`src/u16u8_pkg.sv`:
```
// Shared types and constants for the UTF-16 to UTF-8 transcoder.
`timescale 1ns / 1ps

package u16u8_pkg;

    localparam int QUEUE_DEPTH = 2;

    localparam logic [5:0]  LIMIT_RESET = 6'd60;
    localparam logic [5:0]  COUNT_MAX   = 6'd63;

    localparam logic [15:0] ONE_BYTE_END = 16'h0080;
    localparam logic [15:0] TWO_BYTE_END = 16'h0800;
    localparam logic [15:0] HI_SURR_LO   = 16'hD800;
    localparam logic [15:0] HI_SURR_HI   = 16'hDBFF;
    localparam logic [20:0] SUPP_BASE    = 21'h10000;
    localparam logic [20:0] LO_SURR_BASE = 21'h0DC00;

    localparam logic [7:0]  LEAD2 = 8'hC0;
    localparam logic [7:0]  LEAD3 = 8'hE0;
    localparam logic [7:0]  LEAD4 = 8'hF0;
    localparam logic [7:0]  CONT  = 8'h80;
    localparam logic [7:0]  TERM_BYTE = 8'h00;

    // One code unit's worth of work for the serializer.
    typedef struct packed {
        logic [3:0][7:0] bytes;   // bytes[0] goes out first
        logic [2:0]      nbytes;  // character bytes, 0..4
        logic            eos;     // append the closing terminator byte
    } t_job;

endpackage

```
`src/u16u8_front.sv`:
```
// Front end: accepts code units, tracks string state and builds byte jobs.
`timescale 1ns / 1ps

module u16u8_front (
    input  logic              i_clk,
    input  logic              i_rst_n,
    input  logic              i_accept,
    input  logic [15:0]       i_code_unit,
    input  logic              i_end_of_string,
    input  logic              i_cfg_write,
    input  logic [5:0]        i_cfg_data,
    output logic              o_job_push,
    output u16u8_pkg::t_job   o_job
);

    logic [5:0]  r_byte_limit;
    logic        r_pend;
    logic [9:0]  r_pend_bits;
    logic [5:0]  r_count;
    logic        r_stopped;

    logic        n_pend;
    logic [9:0]  n_pend_bits;
    logic [5:0]  n_count;
    logic        n_stopped;

    logic [20:0] w_cp;
    logic        w_done_char;
    logic [6:0]  w_sum;
    logic [5:0]  w_sat;
    u16u8_pkg::t_job w_job;

    always_comb begin
        w_cp = u16u8_pkg::SUPP_BASE + {1'b0, r_pend_bits, 10'b0} + {5'b0, i_code_unit}
               - u16u8_pkg::LO_SURR_BASE;
    end

    always_comb begin
        w_job        = '0;
        w_job.eos    = i_end_of_string;
        w_done_char  = 1'b0;
        n_pend       = r_pend;
        n_pend_bits  = r_pend_bits;
        n_stopped    = r_stopped;
        if (!r_stopped) begin
            priority if (r_pend) begin
                w_job.bytes[0] = u16u8_pkg::LEAD4 | {5'b0, w_cp[20:18]};
                w_job.bytes[1] = u16u8_pkg::CONT | {2'b0, w_cp[17:12]};
                w_job.bytes[2] = u16u8_pkg::CONT | {2'b0, w_cp[11:6]};
                w_job.bytes[3] = u16u8_pkg::CONT | {2'b0, w_cp[5:0]};
                w_job.nbytes   = 3'd4;
                n_pend         = 1'b0;
                n_pend_bits    = '0;
                w_done_char    = 1'b1;
            end else if (i_code_unit == 16'h0000) begin
                n_stopped = 1'b1;
            end else if (i_code_unit < u16u8_pkg::ONE_BYTE_END) begin
                w_job.bytes[0] = i_code_unit[7:0];
                w_job.nbytes   = 3'd1;
                w_done_char    = 1'b1;
            end else if (i_code_unit < u16u8_pkg::TWO_BYTE_END) begin
                w_job.bytes[0] = u16u8_pkg::LEAD2 | {3'b0, i_code_unit[10:6]};
                w_job.bytes[1] = u16u8_pkg::CONT | {2'b0, i_code_unit[5:0]};
                w_job.nbytes   = 3'd2;
                w_done_char    = 1'b1;
            end else if (i_code_unit >= u16u8_pkg::HI_SURR_LO &&
                         i_code_unit <= u16u8_pkg::HI_SURR_HI) begin
                // hold the high half; a high half on the last unit is dropped
                if (!i_end_of_string) begin
                    n_pend      = 1'b1;
                    n_pend_bits = i_code_unit[9:0];
                end
            end else begin
                w_job.bytes[0] = u16u8_pkg::LEAD3 | {4'b0, i_code_unit[15:12]};
                w_job.bytes[1] = u16u8_pkg::CONT | {2'b0, i_code_unit[11:6]};
                w_job.bytes[2] = u16u8_pkg::CONT | {2'b0, i_code_unit[5:0]};
                w_job.nbytes   = 3'd3;
                w_done_char    = 1'b1;
            end
        end

        w_sum   = {1'b0, r_count} + {4'b0, w_job.nbytes};
        w_sat   = (w_sum > {1'b0, u16u8_pkg::COUNT_MAX}) ? u16u8_pkg::COUNT_MAX : w_sum[5:0];
        n_count = r_count;
        if (w_done_char) begin
            n_count = w_sat;
            if (w_sat >= r_byte_limit) begin
                n_stopped = 1'b1;
            end
        end

        // start the next string from a clean state
        if (i_end_of_string) begin
            n_pend      = 1'b0;
            n_pend_bits = '0;
            n_count     = '0;
            n_stopped   = 1'b0;
        end
    end

    always_ff @(posedge i_clk) begin
        if (!i_rst_n) begin
            r_byte_limit <= u16u8_pkg::LIMIT_RESET;
            r_pend       <= 1'b0;
            r_pend_bits  <= '0;
            r_count      <= '0;
            r_stopped    <= 1'b0;
        end else begin
            if (i_cfg_write) begin
                r_byte_limit <= i_cfg_data;
            end
            if (i_accept) begin
                r_pend      <= n_pend;
                r_pend_bits <= n_pend_bits;
                r_count     <= n_count;
                r_stopped   <= n_stopped;
            end
        end
    end

    assign o_job      = w_job;
    assign o_job_push = i_accept && (w_job.nbytes != 3'd0 || w_job.eos);

endmodule

```
`src/u16u8_fifo.sv`:
```
// Short job queue between the front end and the byte serializer.
`timescale 1ns / 1ps

module u16u8_fifo #(
    parameter int DEPTH = u16u8_pkg::QUEUE_DEPTH
) (
    input  logic              i_clk,
    input  logic              i_rst_n,
    input  logic              i_push,
    input  u16u8_pkg::t_job   i_data,
    output logic              o_full,
    input  logic              i_pop,
    output u16u8_pkg::t_job   o_data,
    output logic              o_empty
);

    localparam int PW = $clog2(DEPTH);
    localparam int CW = $clog2(DEPTH + 1);
    localparam logic [PW-1:0] LAST_PTR = PW'(DEPTH - 1);
    localparam logic [CW-1:0] FULL_CNT = CW'(DEPTH);

    u16u8_pkg::t_job r_mem [DEPTH];
    logic [PW-1:0] r_wr;
    logic [PW-1:0] r_rd;
    logic [CW-1:0] r_count;

    logic w_push;
    logic w_pop;

    assign o_full  = (r_count == FULL_CNT);
    assign o_empty = (r_count == '0);
    assign w_push  = i_push && !o_full;
    assign w_pop   = i_pop && !o_empty;
    assign o_data  = r_mem[r_rd];

    always_ff @(posedge i_clk) begin
        if (w_push) begin
            r_mem[r_wr] <= i_data;
        end
    end

    always_ff @(posedge i_clk) begin
        if (!i_rst_n) begin
            r_wr    <= '0;
            r_rd    <= '0;
            r_count <= '0;
        end else begin
            if (w_push) begin
                r_wr <= (r_wr == LAST_PTR) ? '0 : r_wr + 1'b1;
            end
            if (w_pop) begin
                r_rd <= (r_rd == LAST_PTR) ? '0 : r_rd + 1'b1;
            end
            unique case ({w_push, w_pop})
                2'b10:   r_count <= r_count + 1'b1;
                2'b01:   r_count <= r_count - 1'b1;
                default: r_count <= r_count;
            endcase
        end
    end

    a_count_bound: assert property (@(posedge i_clk) disable iff (!i_rst_n)
        r_count <= FULL_CNT)
        else $error("job queue count out of range");

endmodule

```
`src/u16u8_back.sv`:
```
// Back end: serializes queued jobs into one UTF-8 byte per cycle while bytes are popped.
`timescale 1ns / 1ps

module u16u8_back (
    input  logic              i_clk,
    input  logic              i_rst_n,
    input  logic              i_job_avail,
    input  u16u8_pkg::t_job   i_job,
    output logic              o_job_take,
    output logic [7:0]        o_out_byte,
    output logic              o_last_of_string,
    output logic              o_empty,
    input  logic              i_pop
);

    u16u8_pkg::t_job r_job;
    logic            r_job_valid;
    logic [2:0]      r_idx;
    logic            r_out_valid;
    logic [7:0]      r_out_byte;
    logic            r_out_last;

    logic [2:0] w_total;
    logic       w_take_out;
    logic       w_adv;
    logic       w_fin;
    logic       w_load;
    logic       w_is_term;
    logic [7:0] w_byte;

    assign w_total    = r_job.nbytes + {2'b0, r_job.eos};
    assign w_take_out = i_pop && r_out_valid;
    assign w_adv      = r_job_valid && (!r_out_valid || w_take_out);
    assign w_fin      = w_adv && (r_idx + 3'd1 == w_total);
    assign w_load     = i_job_avail && (!r_job_valid || w_fin);
    assign w_is_term  = (r_idx >= r_job.nbytes);
    assign w_byte     = w_is_term ? u16u8_pkg::TERM_BYTE : r_job.bytes[r_idx[1:0]];

    always_ff @(posedge i_clk) begin
        if (w_load) begin
            r_job <= i_job;
        end
        if (w_adv) begin
            r_out_byte <= w_byte;
            r_out_last <= w_is_term;
        end
    end

    always_ff @(posedge i_clk) begin
        if (!i_rst_n) begin
            r_job_valid <= 1'b0;
            r_idx       <= '0;
            r_out_valid <= 1'b0;
        end else begin
            if (w_load) begin
                r_job_valid <= 1'b1;
                r_idx       <= '0;
            end else if (w_fin) begin
                r_job_valid <= 1'b0;
                r_idx       <= '0;
            end else if (w_adv) begin
                r_idx <= r_idx + 3'd1;
            end
            if (w_adv) begin
                r_out_valid <= 1'b1;
            end else if (w_take_out) begin
                r_out_valid <= 1'b0;
            end
        end
    end

    assign o_job_take       = w_load;
    assign o_out_byte       = r_out_byte;
    assign o_last_of_string = r_out_last;
    assign o_empty          = !r_out_valid;

    a_idx_in_job: assert property (@(posedge i_clk) disable iff (!i_rst_n)
        r_job_valid |-> (r_idx < w_total))
        else $error("serializer index beyond job length");

    a_term_is_zero: assert property (@(posedge i_clk) disable iff (!i_rst_n)
        (r_out_valid && r_out_last) |-> (r_out_byte == u16u8_pkg::TERM_BYTE))
        else $error("closing byte is not zero");

    a_hold_stalled: assert property (@(posedge i_clk) disable iff (!i_rst_n)
        (r_out_valid && !i_pop) |=> (r_out_valid && $stable(r_out_byte)))
        else $error("stalled output byte changed");

endmodule

```
`src/utf16_to_utf8_transcoder.sv`:
```
// Top level of the UTF-16 to UTF-8 transcoder.
`timescale 1ns / 1ps

// Code units enter through push/full and UTF-8 bytes leave through empty/pop, oldest
// first; the byte marked last is the 0x00 that closes each string. The front end takes
// one code unit per cycle while its job queue (QUEUE_DEPTH entries) has room, and the
// first byte of a unit passes through the job queue, the serializer's job register and
// its output register before it appears. The serializer emits one byte per cycle while
// the consumer keeps popping; a character gives one to four bytes, and the last unit of
// a string adds the closing byte. A unit that produces none, such as a held high
// surrogate or a unit past the stop point, still waits at the input while the queue is
// full. byte_limit is written through the cfg channel, which is always ready, and should
// change only while no string is in flight.
module utf16_to_utf8_transcoder #(
    parameter int QUEUE_DEPTH = u16u8_pkg::QUEUE_DEPTH
) (
    input  logic        i_clk,
    input  logic        i_rst_n,
    input  logic        push,
    output logic        full,
    input  logic [15:0] i_code_unit,
    input  logic        i_end_of_string,
    output logic        empty,
    input  logic        pop,
    output logic [7:0]  o_out_byte,
    output logic        o_last_of_string,
    input  logic        i_cfg_valid,
    output logic        o_cfg_ready,
    input  logic [5:0]  i_cfg_data
);

    logic            w_accept;
    logic            w_job_push;
    u16u8_pkg::t_job w_job_in;
    u16u8_pkg::t_job w_job_out;
    logic            w_q_empty;
    logic            w_job_take;

    assign o_cfg_ready = 1'b1;
    assign w_accept    = push && !full;

    u16u8_front u_front (
        .i_clk           (i_clk),
        .i_rst_n         (i_rst_n),
        .i_accept        (w_accept),
        .i_code_unit     (i_code_unit),
        .i_end_of_string (i_end_of_string),
        .i_cfg_write     (i_cfg_valid && o_cfg_ready),
        .i_cfg_data      (i_cfg_data),
        .o_job_push      (w_job_push),
        .o_job           (w_job_in)
    );

    u16u8_fifo #(
        .DEPTH (QUEUE_DEPTH)
    ) u_fifo (
        .i_clk   (i_clk),
        .i_rst_n (i_rst_n),
        .i_push  (w_job_push),
        .i_data  (w_job_in),
        .o_full  (full),
        .i_pop   (w_job_take),
        .o_data  (w_job_out),
        .o_empty (w_q_empty)
    );

    u16u8_back u_back (
        .i_clk            (i_clk),
        .i_rst_n          (i_rst_n),
        .i_job_avail      (!w_q_empty),
        .i_job            (w_job_out),
        .o_job_take       (w_job_take),
        .o_out_byte       (o_out_byte),
        .o_last_of_string (o_last_of_string),
        .o_empty          (empty),
        .i_pop            (pop)
    );

endmodule
```
`config.mk`:
```
export PLATFORM = sky130hd
export DESIGN_NAME = utf16_to_utf8_transcoder
export DESIGN_NICKNAME = d
export VERILOG_FILES = /design/src/u16u8_pkg.sv /design/src/u16u8_front.sv /design/src/u16u8_fifo.sv /design/src/u16u8_back.sv /design/src/utf16_to_utf8_transcoder.sv
export SDC_FILE = /design/constraint.sdc
export NUM_CORES = 1
export LEC_CHECK = 0
export BUFFER_PORTS_ARGS = -buffer_cell sky130_fd_sc_hd__buf_2
export CAP_MARGIN = 5
export CORE_ASPECT_RATIO = 0.5
export CORE_MARGIN = 5
export CORE_UTILIZATION = 30
export CTS_BUF_LIST = sky130_fd_sc_hd__clkbuf_4 sky130_fd_sc_hd__clkbuf_8 sky130_fd_sc_hd__clkbuf_16
export DETAILED_ROUTE_END_ITERATION = 12
export PLACE_DENSITY = 0.55
export SYNTH_ARGS = -nofsm -noshare
export SYNTH_HDL_FRONTEND = slang
export SYNTH_SLANG_ARGS = --single-unit
```
`constraint.sdc`:
```
create_clock -name i_clk -period 5.05 [get_ports i_clk]
set_clock_uncertainty 0.05 [all_clocks]
set_input_delay 0 -clock i_clk [delete_from_list [all_inputs] [get_ports i_clk]]
set_output_delay 0 -clock i_clk [all_outputs]
set_load 0.01 [all_outputs]
```
==> results of run 1 <==
-- area by class of cell --
cell class / instances / area share
timing repair buffer: 73 / 0.0641
multi-input combinational: 344 / 0.333
tap: 300 / 0.0460
sequential: 138 / 0.467
clock inverter: 13 / 0.0210
inverter: 32 / 0.0147
clock buffer: 19 / 0.0539
-- routing by layer --
metal,global-route usage,wire (um)
met3,0.0279,619
met4,0.0392,270
met5,0,11
met2,0.189,6750
met1,0.179,7800
-- worst paths after layout --
check,startpoint,endpoint,slack [ns],cells past startpoint
setup / recovery,i_code_unit[8],u_front.r_stopped,0.94,17
hold / removal,push,u_front.r_count[4],0.08,4
setup reg to reg,u_front.r_pend,u_front.r_stopped,1.29,12
hold reg to reg,u_front.r_pend_bits[3],u_front.r_pend_bits[3],0.41,2
-- power by group through the flow --
stage / registers, uW / clock network [uW] / logic (uW)
2_1_floorplan: 1660 / 0 / 586
3_3_place_gp: 1740 / 0 / 756
3_5_place_dp: 1740 / 0 / 762
4_1_cts: 1720 / 1310 / 786
5_1_grt: 1740 / 1370 / 865
6_report: 1710 / 1280 / 772
-- cell usage in the layout (no fill, tap or decap), types with 12 or more instances in the layout --
cell type / instances
nor2b_1: 14
mux2_2: 33
a21oi_1: 12
dlygate4sd3_1: 28
inv_1: 31
edfxtp_1: 105
nand3_1: 12
clkbuf_16: 17
nor2_1: 30
nand2_1: 43
dfxtp_1: 32
buf_2: 38
o21ai_0: 12
mux2i_1: 16
ha_1: 28
-- state kept, by name, summed over array words and instances, names as in the netlist --
register / count
u_back.o_last_of_string: 1
u_back.r_job_valid: 1
u_back.r_idx: 3
u_back.o_out_byte: 8
u_fifo.r_rd: 1
u_front.r_pend_bits: 10
u_back.r_job: 32
u_back.r_out_valid: 1
u_fifo.r_mem: 64
u_fifo.r_count: 2
u_front.r_count: 6
u_front.r_byte_limit: 6
u_front.r_stopped: 1
u_front.r_pend: 1
u_fifo.r_wr: 1
-- worst max-delay path, delay by kind of cell --
kind | cells | cell delay [ns]
simple gates | 4 | 1.16
buf+inv | 4 | 0.90
compound gates | 6 | 1.47
fa+ha+maj | 3 | 0.83
-- metrics by stage --
step                      cell area (um2)  cells
final                                8170    919
after global placement               7270    859
after detailed placement             7270    859
after floorplan                      6760    538
after global routing                 8170    919
after CTS                            8170    919
-- logic make-up after synthesis --
| logic type | Yosys count |
|---|---|
| DFF | 138 |
| muxes | 56 |
| and+or+nand+nor | 152 |
| other | 1 |
| xor gates and xnor gates | 14 |
| AOI/OAI and AO/OA | 91 |
| buffers and inverters | 56 |
| adders and majority gates | 30 |
==> run_results.csv, run 1 <==
group,metric,value,unit
logic_synthesis,syn_nets,596,
logic_synthesis,async_flop_share,0,
placed_design,port_buffers,38,
detailed_routing,drt-total-wl,15.4,mm
placed_design,pre_cts_ws,1.05,ns
pwr,power_frac_clock,0.341,
layout,layout.nets,664,
layout,seqCellArea,3810,um2
logic_synthesis,synthCells,538,
logic_synthesis,seq_area_frac_synth,0.564,
pwr,combPwrFrac,0.205,
timing,timing.fmax,244,MHz
layout,multi_input_area,2720,um2
logic_synthesis,synth_ff_type,"edfxtp_1",
timing,tns,0,ns
floorplan,core,21900,um2
critical_path,crit_arrival,4.36,ns
logic_synthesis,synth_area_leaders,"edfxtp_1 47%, dfxtp_1 9.8%, mux2_2 5.5%",
layout,area_growth_syn_to_layout,20.7,%
logic_synthesis,yosysUniqueCellTypes,72,
logic_synthesis,synth_compound_area_frac,0.105,
logic_synthesis,synthAdderAreaFrac,0.0577,
global_routing,grt_pass1_wl,25.0,mm
floorplan,dieWidth,222,um
floorplan,initial_utilization,0.309,
timing,finalHoldWorstSlack,0.0780,ns
timing,rsz0062_at_grt,"no",
clock_network,clock_latency,0.41,ns
layout,n_fill_cell,2073,
floorplan,die_h,116,um
pwr,p_int,2730,uW
clock_network,clock_sinks,138,
timing,worstMarginPinSlew,0.889,ns
detailed_routing,drc,0,
clock_network,post_cts_buffers,0,
placed_design,detailed_place_hpwl,10.6,mm
clock_network,cts_resized,0,
pwr,power.switching,1040,uW
clock_network,cts_tree,"built",
logic_synthesis,yosys-top-cells-count,"105 x edfxtp_1, 43 x nand2_1, 33 x dfxtp_1, 33 x mux2_2, 32 x nor2_1",
timing,drv_slew,0,
clock_network,htreeDepth,4,
detailed_routing,ant_nets,0,
clock_network,numCtsBuffers,17,
timing,period_share,0.813,
floorplan,die_area,25800,um2
critical_path,cp_slowest_cell,"or4_1",
logic_synthesis,synth_top_family_by_area,"simple AND/OR/NAND/NOR gates",
critical_path,critPathMaxFanout,18,
logic_synthesis,syn_area,6760,um2
logic_synthesis,synth_edf_count,105,
detailed_routing,num_vias,4423,
layout,drive_above_1_share,0.216,
critical_path,worst-setup-path-type,"primary input to flip-flop",
critical_path,critPathRequiredTime,5.30,ns
detailed_routing,routedWlPerCell,16.8,um
clock_network,clkTransAtPathRegs,0.06,ns
clock_network,cts_hold_buf,28,
pwr,worst_ir_drop_vdd,0.000222,V
pwr,p_leak,0.00297,uW
pwr,power.total,3770,uW
timing,max_slew_margin,0.407,
clock_network,cts.root.buffer_cell,"clkbuf_16",
logic_synthesis,synth.top_cell.area_share,0.466,
logic_synthesis,syn_area_per_cell,12.6,um2
pwr,p_per_area,461,nW/um2
detailed_routing,via_per_inst,4.81,
critical_path,slowest_delay,0.73,ns
global_routing,grt_util_all_layers,0.124,
logic_synthesis,muxShareOfSynthArea,0.102,
timing,finalHoldViolations,0,
detailed_routing,first_pass_iters,4,
global_routing,grt-ovfl-total,0,
status,status,"complete, no violations",
logic_synthesis,synth-simple-area-share,0.117,
job,cap_violations,0,
placed_design,gp_congestion,0.861,
layout,n_antenna_cell,0,
critical_path,cp-start-kind,"primary input",
detailed_routing,initialDrtViolationCount,248,
global_routing,antenna_found_initial,1,
critical_path,endpoint_kind,"flip-flop",
logic_synthesis,ys_warn_count,0,
hold_path,hold_path.class,"primary input to flip-flop",
pwr,seqPwrFrac,0.454,
timing,min_period,4.11,ns
pwr,swShare,0.276,
timing,setup_viol,0,
floorplan,io_pins,40,
logic_synthesis,synth_area_leader_cell,"edfxtp_1",
floorplan,placementRows,38,
global_routing,grt_max_degree,43,
layout,finish.utilization,0.373,
global_routing,grt_pass1_vias,4417,
logic_synthesis,synth.most_common_cell,"edfxtp_1",
timing,post-route-worst-setup-slack,0.944,ns
clock_network,clock_path_buffers,2,
critical_path,crit_chain,"dlygate4sd3_1 -> buf_2 -> or4_1 -> a2111oi_4 -> o21a_4 -> ha_1 -> inv_1 -> fa_1 -> nor2b_1 -> o2111ai_1 -> inv_1 -> nor2_1 -> ha_1 -> nand2b_1 -> a211oi_1 -> o221ai_1 -> o311a_1",
logic_synthesis,synthXorXnorAreaFrac,0.0181,
logic_synthesis,ys_ff_latch,138,
No activity file was read; power rests on OpenSTA's default activity.
==> inputs of run 2 (changes only) <==
- PLACE_DENSITY: 0.55 -> 0.57
- clock period: 5.05 -> 3.5 ns (I/O delays scaled with it)
==> run 2 against run 1 <==
Effect of this change:
- die area unchanged
- non-clock buffer count increased by 27
- total power increased by 42%
- worst hold slack got worse by 0.011 ns
- combinational power increased by 53%
- via count increased by 2.8%
- register-to-register slack got worse by 0.85 ns
- count of clock-buffer cells in the layout decreased by 1
- worst setup slack got worse by 0.76 ns
- sequential power increased by 42%
- global-route usage decreased by 0.11 points
- utilization increased by 0.87 points
- critical path type unchanged
- critical endpoint unchanged
==> run_results.csv, run 2 (same netlist as run 1, synthesis figures left out) <==
group,metric,value,unit
status,status,"complete, no violations",
layout,stdcell_count,946,
critical_path,cp_num_buf_inv,5,
floorplan,die_area,25800,um2
critical_path,cp_slowest_cell,"dlygate4sd3_1",
layout,n_antenna_cell,0,
clock_network,clock_path_buffers,2,
timing,period_share,0.947,
global_routing,antenna_found_initial,0,
global_routing,grt_pass1_vias,4499,
detailed_routing,drc,0,
timing,worstMarginPinSlew,1.00,ns
detailed_routing,first_pass_iters,5,
clock_network,numCtsBuffers,17,
layout,final_cell_area,8360,um2
pwr,p_leak,0.00308,uW
detailed_routing,initialDrtViolationCount,277,
global_routing,grt_util_all_layers,0.123,
detailed_routing,num_vias,4547,
clock_network,clock_sinks,138,
critical_path,slowest_delay,0.55,ns
floorplan,dieWidth,222,um
timing,min_period,3.31,ns
critical_path,cp-start-kind,"primary input",
global_routing,grt_max_degree,42,
timing,finalHoldViolations,0,
detailed_routing,ant_nets,0,
floorplan,io_pins,40,
global_routing,grt-ovfl-total,0,
clock_network,post_cts_buffers,0,
layout,drive_above_1_share,0.252,
floorplan,placementRows,38,
floorplan,initial_utilization,0.309,
critical_path,crit_arrival,3.57,ns
global_routing,grt_pass1_wl,24.9,mm
clock_network,cts.root.buffer_cell,"clkbuf_16",
detailed_routing,routedWlPerCell,16.4,um
placed_design,gp_congestion,0.948,
critical_path,endpoint_kind,"flip-flop",
placed_design,port_buffers,38,
timing,timing.fmax,302,MHz
critical_path,crit_chain,"dlygate4sd3_1 -> clkbuf_4 -> nor3_1 -> a2111oi_4 -> o21a_4 -> ha_1 -> inv_1 -> fa_1 -> nor2b_4 -> o2111ai_2 -> inv_1 -> buf_4 -> or2_2 -> ha_1 -> o2111ai_1 -> o221ai_1 -> o311a_1",
layout,reg.largest.list,"u_fifo.r_mem x64, u_back.r_job x32, u_front.r_pend_bits x10",
placed_design,place_area,7470,um2
timing,setup_viol,0,
detailed_routing,drt-total-wl,15.5,mm
layout,regMostFlops,"u_fifo.r_mem",
critical_path,critPathRequiredTime,3.76,ns
detailed_routing,via_per_inst,4.81,
floorplan,die_h,116,um
layout,final_common_cell,"edfxtp_1",
clock_network,clock_latency,0.42,ns
layout,layout.nets,691,
pwr,worst_ir_drop_vdd,0.000401,V
critical_path,worst-setup-path-type,"primary input to flip-flop",
clock_network,cts_tree,"built",
timing,drv_slew,0,
placed_design,place_inst,885,
placed_design,detailed_place_hpwl,10.7,mm
timing,max_slew_margin,0.324,
timing,rsz0062_at_grt,"no",
floorplan,core,21900,um2
layout,largest_reg_flops,64,
layout,area_growth_syn_to_layout,23.6,%
pwr,p_per_area,639,nW/um2
clock_network,clkTransAtPathRegs,0.06,ns
critical_path,cp_top_family,"compound AO/OA/AOI/OAI gates",
layout,final_cell_mix,"105 x edfxtp_1, 43 x nand2_1, 37 x buf_2",
clock_network,htreeDepth,4,
critical_path,critPathMaxFanout,7,
job,cap_violations,0,
hold_path,hold_path.class,"primary input to flip-flop",
[run 2: final timing paths]
kind / start / endpoint / slack [ns] / cells after the start
setup / recovery: i_code_unit[0] / u_front.r_stopped / 0.19 / 17
hold / removal: push / u_front.r_count[4] / 0.07 / 4
setup reg to reg: u_front.r_stopped / u_front.r_stopped / 0.44 / 14
hold reg to reg: u_front.r_pend_bits[3] / u_front.r_pend_bits[3] / 0.41 / 2
[run 2: power breakdown]
group,internal [uW],switching (uW)
sequential,2250,177
clock,1000,736
combinational,559,618
[run 2: cell type report]
cell class                 count  area, um2
inverter                      32        120
timing repair buffer         100        731
multi-input combinational    344       2750
clock buffer                  18        433
tap                          300        375
fill                        2101      13600
sequential                   138       3810
clock inverter                14        138
[run 2: layer usage]
layer / vias up / global-route usage / part of all wire
met5: - / 0 / 0
met4: 0 / 0.0461 / 0.013
met3: 15 / 0.0226 / 0.037
met2: 95 / 0.198 / 0.45
met1: 2226 / 0.170 / 0.50
li1: 2211 / - / -
[run 2: repair_timing]
item	4_1_cts	5_1_grt
hold buffers	29	0
resized for setup	0	6
endpoints found under the hold margin	25	0
endpoints found under the setup margin	0	1
[run 2: worst min-delay path: stages]
cell	delay, ns
buf_2	0.10
and2_1	0.19
o32a_1	0.17
nand2_1	0.05
[run 2: metrics by stage]
step           setup WS (ns)  total power, uW  setup TNS, ns  hold WS, ns   util
2_1_floorplan        0.00550             3240              0       0.0489      -
3_3_place_gp          0.0125             3610              0        0.176  0.341
3_5_place_dp          -0.110             3630         -0.110        0.182  0.341
4_1_cts               0.0150             5410              0       0.0569  0.380
5_1_grt               0.0193             5630              0        0.107  0.381
6_report               0.186             5340              0       0.0668  0.381
==> inputs of run 3 (changes only) <==
- CORE_UTILIZATION: 30 -> 47
- PLACE_DENSITY: 0.57 -> 0.77
==> run 3 against run 2 <==
Effect of this change:
- clock power is 5% higher
- die area down 34%
- via count grew 2.8%
- sequential power is 3% lower
- total power rose by 1.6%
- count of clock-buffer cells in the layout is 1 lower
- critical path depth did not move
- non-clock buffer count down 4
- worst hold slack worse by 0.014 ns
- combinational power grew 7%
- sequential share of layout area increased by 0.73 points
- critical path type unchanged
- largest cell class unchanged
- highest routed layer is now met5
==> run_results.csv, run 3 (same netlist as run 1, synthesis figures left out) <==
group,metric,value,unit
layout,area_growth_syn_to_layout,21.6,%
critical_path,crit_chain,"dlygate4sd3_1 -> clkbuf_4 -> nor3_1 -> a2111oi_4 -> o21a_4 -> ha_1 -> inv_1 -> fa_1 -> nor2b_4 -> buf_4 -> o21ai_0 -> mux2_2 -> ha_1 -> a21o_1 -> nand2_1 -> o221ai_1 -> o311a_1",
hold_path,holdPathStages,2,
layout,final_cell_mix,"105 x edfxtp_1, 43 x nand2_1, 35 x buf_2",
clock_network,clkTransAtPathRegs,0.06,ns
floorplan,io_pins,40,
timing,post-route-worst-setup-slack,0.128,ns
timing,max_slew_margin,0.511,
layout,reg.largest.list,"u_fifo.r_mem x64, u_back.r_job x32, u_front.r_pend_bits x10",
global_routing,grt_pass1_vias,4560,
global_routing,antenna_found_initial,1,
detailed_routing,routedWlPerCell,17.9,um
placed_design,place_inst,779,
floorplan,placementRows,31,
detailed_routing,first_pass_iters,5,
timing,finalHoldWorstSlack,0.0531,ns
detailed_routing,via_per_inst,5.57,
hold_path,holdPathEnd,"u_fifo.r_mem[0][22]",
critical_path,crit_arrival,3.62,ns
critical_path,r2r-end,"u_front.r_stopped",
status,status,"complete, no violations",
critical_path,rr_worst_depth,14,
detailed_routing,ant_nets,0,
layout,finish.utilization,0.576,
timing,worstMarginPinSlew,0.734,ns
layout,regMostFlops,"u_fifo.r_mem",
detailed_routing,initialDrtViolationCount,356,
placed_design,pre_cts_ws,-0.0546,ns
clock_network,cts.root.buffer_cell,"clkbuf_16",
critical_path,crit_top_cell,"ha_1",
detailed_routing,drc,0,
hold_path,hold_path.class,"primary input to flip-flop",
placed_design,detailed_place_hpwl,9.83,mm
timing,rsz0062_at_grt,"no",
layout,largest_reg_flops,64,
floorplan,dieWidth,180,um
pwr,p_per_area,660,nW/um2
floorplan,die_h,94.8,um
detailed_routing,drt-total-wl,15.0,mm
critical_path,critPathRequiredTime,3.75,ns
critical_path,rrSetupSlack,0.27,ns
floorplan,initial_utilization,0.474,
critical_path,slowest_delay,0.54,ns
pwr,p_leak,0.00307,uW
clock_network,numCtsBuffers,17,
pwr,worst_ir_drop_vdd,0.000291,V
clock_network,clock_latency,0.41,ns
timing,drv_slew,0,
clock_network,clock_path_buffers,2,
layout,final_common_cell,"edfxtp_1",
layout,drive_above_1_share,0.243,
hold_path,min_from,"i_code_unit[2]",
critical_path,cp_top_family,"compound AO/OA/AOI/OAI gates",
job,cap_violations,0,
placed_design,gp_congestion,0.959,
global_routing,grt_max_degree,43,
timing,finalHoldViolations,0,
global_routing,grt_util_all_layers,0.181,
layout,layout.nets,687,
global_routing,grt_pass1_wl,23.9,mm
critical_path,critPathMaxFanout,7,
clock_network,clock_sinks,138,
timing,setup_viol,0,
clock_network,cts_tree,"built",
global_routing,grt-ovfl-total,0,
critical_path,endpoint_kind,"flip-flop",
placed_design,port_buffers,38,
critical_path,cp-start-kind,"primary input",
critical_path,cp_num_buf_inv,4,
layout,n_antenna_cell,0,
layout,stdcell_count,839,
critical_path,worst-setup-path-type,"primary input to flip-flop",
floorplan,die_area,17000,um2
clock_network,htreeDepth,4,
critical_path,rr_startpoint,"u_front.r_stopped",
critical_path,cp_slowest_cell,"dlygate4sd3_1",
timing,timing.fmax,297,MHz
timing,min_period,3.37,ns
timing,period_share,0.964,
floorplan,core,14300,um2
detailed_routing,num_vias,4675,
run 3: how the worst max path moves through the flow:
stage	from	end	slack (ns)	depth (start not counted)
after detailed placement	i_code_unit[14]	u_front.r_stopped	-0.05	16
after floorplan	i_code_unit[14]	u_front.r_stopped	0.006	17
final	i_code_unit[1]	u_front.r_stopped	0.13	17
after global routing	i_code_unit[1]	u_front.r_stopped	0.002	17
after global placement	i_code_unit[10]	u_front.r_stopped	0.05	16
after CTS	i_code_unit[6]	u_front.r_stopped	0.04	18
run 3: worst register-to-register path, delay by kind of cell, from the launching register on:
family,cells,cell delay (ns)
multiplexers,1,0.31
adder cells (fa/ha/maj),3,0.89
flip-flops,1,0.36
AND/OR/NAND/NOR,3,0.50
buffers and inverters,2,0.18
AO/OA/AOI/OAI,5,0.84
run 3: timing repair:
action / in CTS / in global routing
setup endpoints to repair: 0 / 1
endpoints found under the hold margin: 30 / 0
gates resized for setup: 0 / 8
setup buffers: 0 / 1
hold buffers: 28 / 0
run 3: routing by layer:
layer	GRT usage	wire (um)
met1	0.249	7170
met3	0.0504	982
met5	0	13
met4	0.0646	323
met2	0.277	6530
run 3: metrics by stage:
| stage | total power (uW) | setup TNS (ns) | area [um2] |
|---|---|---|---|
| after floorplan | 3240 | 0 | 6770 |
| after global placement | 3560 | 0 | 7310 |
| after detailed placement | 3610 | -0.0546 | 7310 |
| after CTS | 5470 | 0 | 8190 |
| after global routing | 5680 | 0 | 8220 |
| final | 5430 | 0 | 8220 |
run 3: layout make-up:
type	instances	area, um2
Tap cell	198	248
Sequential cell	138	3810
Clock buffer	17	425
Multi-Input combinational cell	344	2740
Timing Repair Buffer	96	703
Clock inverter	14	173
Inverter	32	120
Fill cell	1130	6050
run 3: where the power goes:
part,total (uW),internal (uW),leakage [uW],switching [uW]
clock network,1820,1120,0.000288,695
logic,1260,561,0.00157,695
registers,2360,2250,0.00121,107
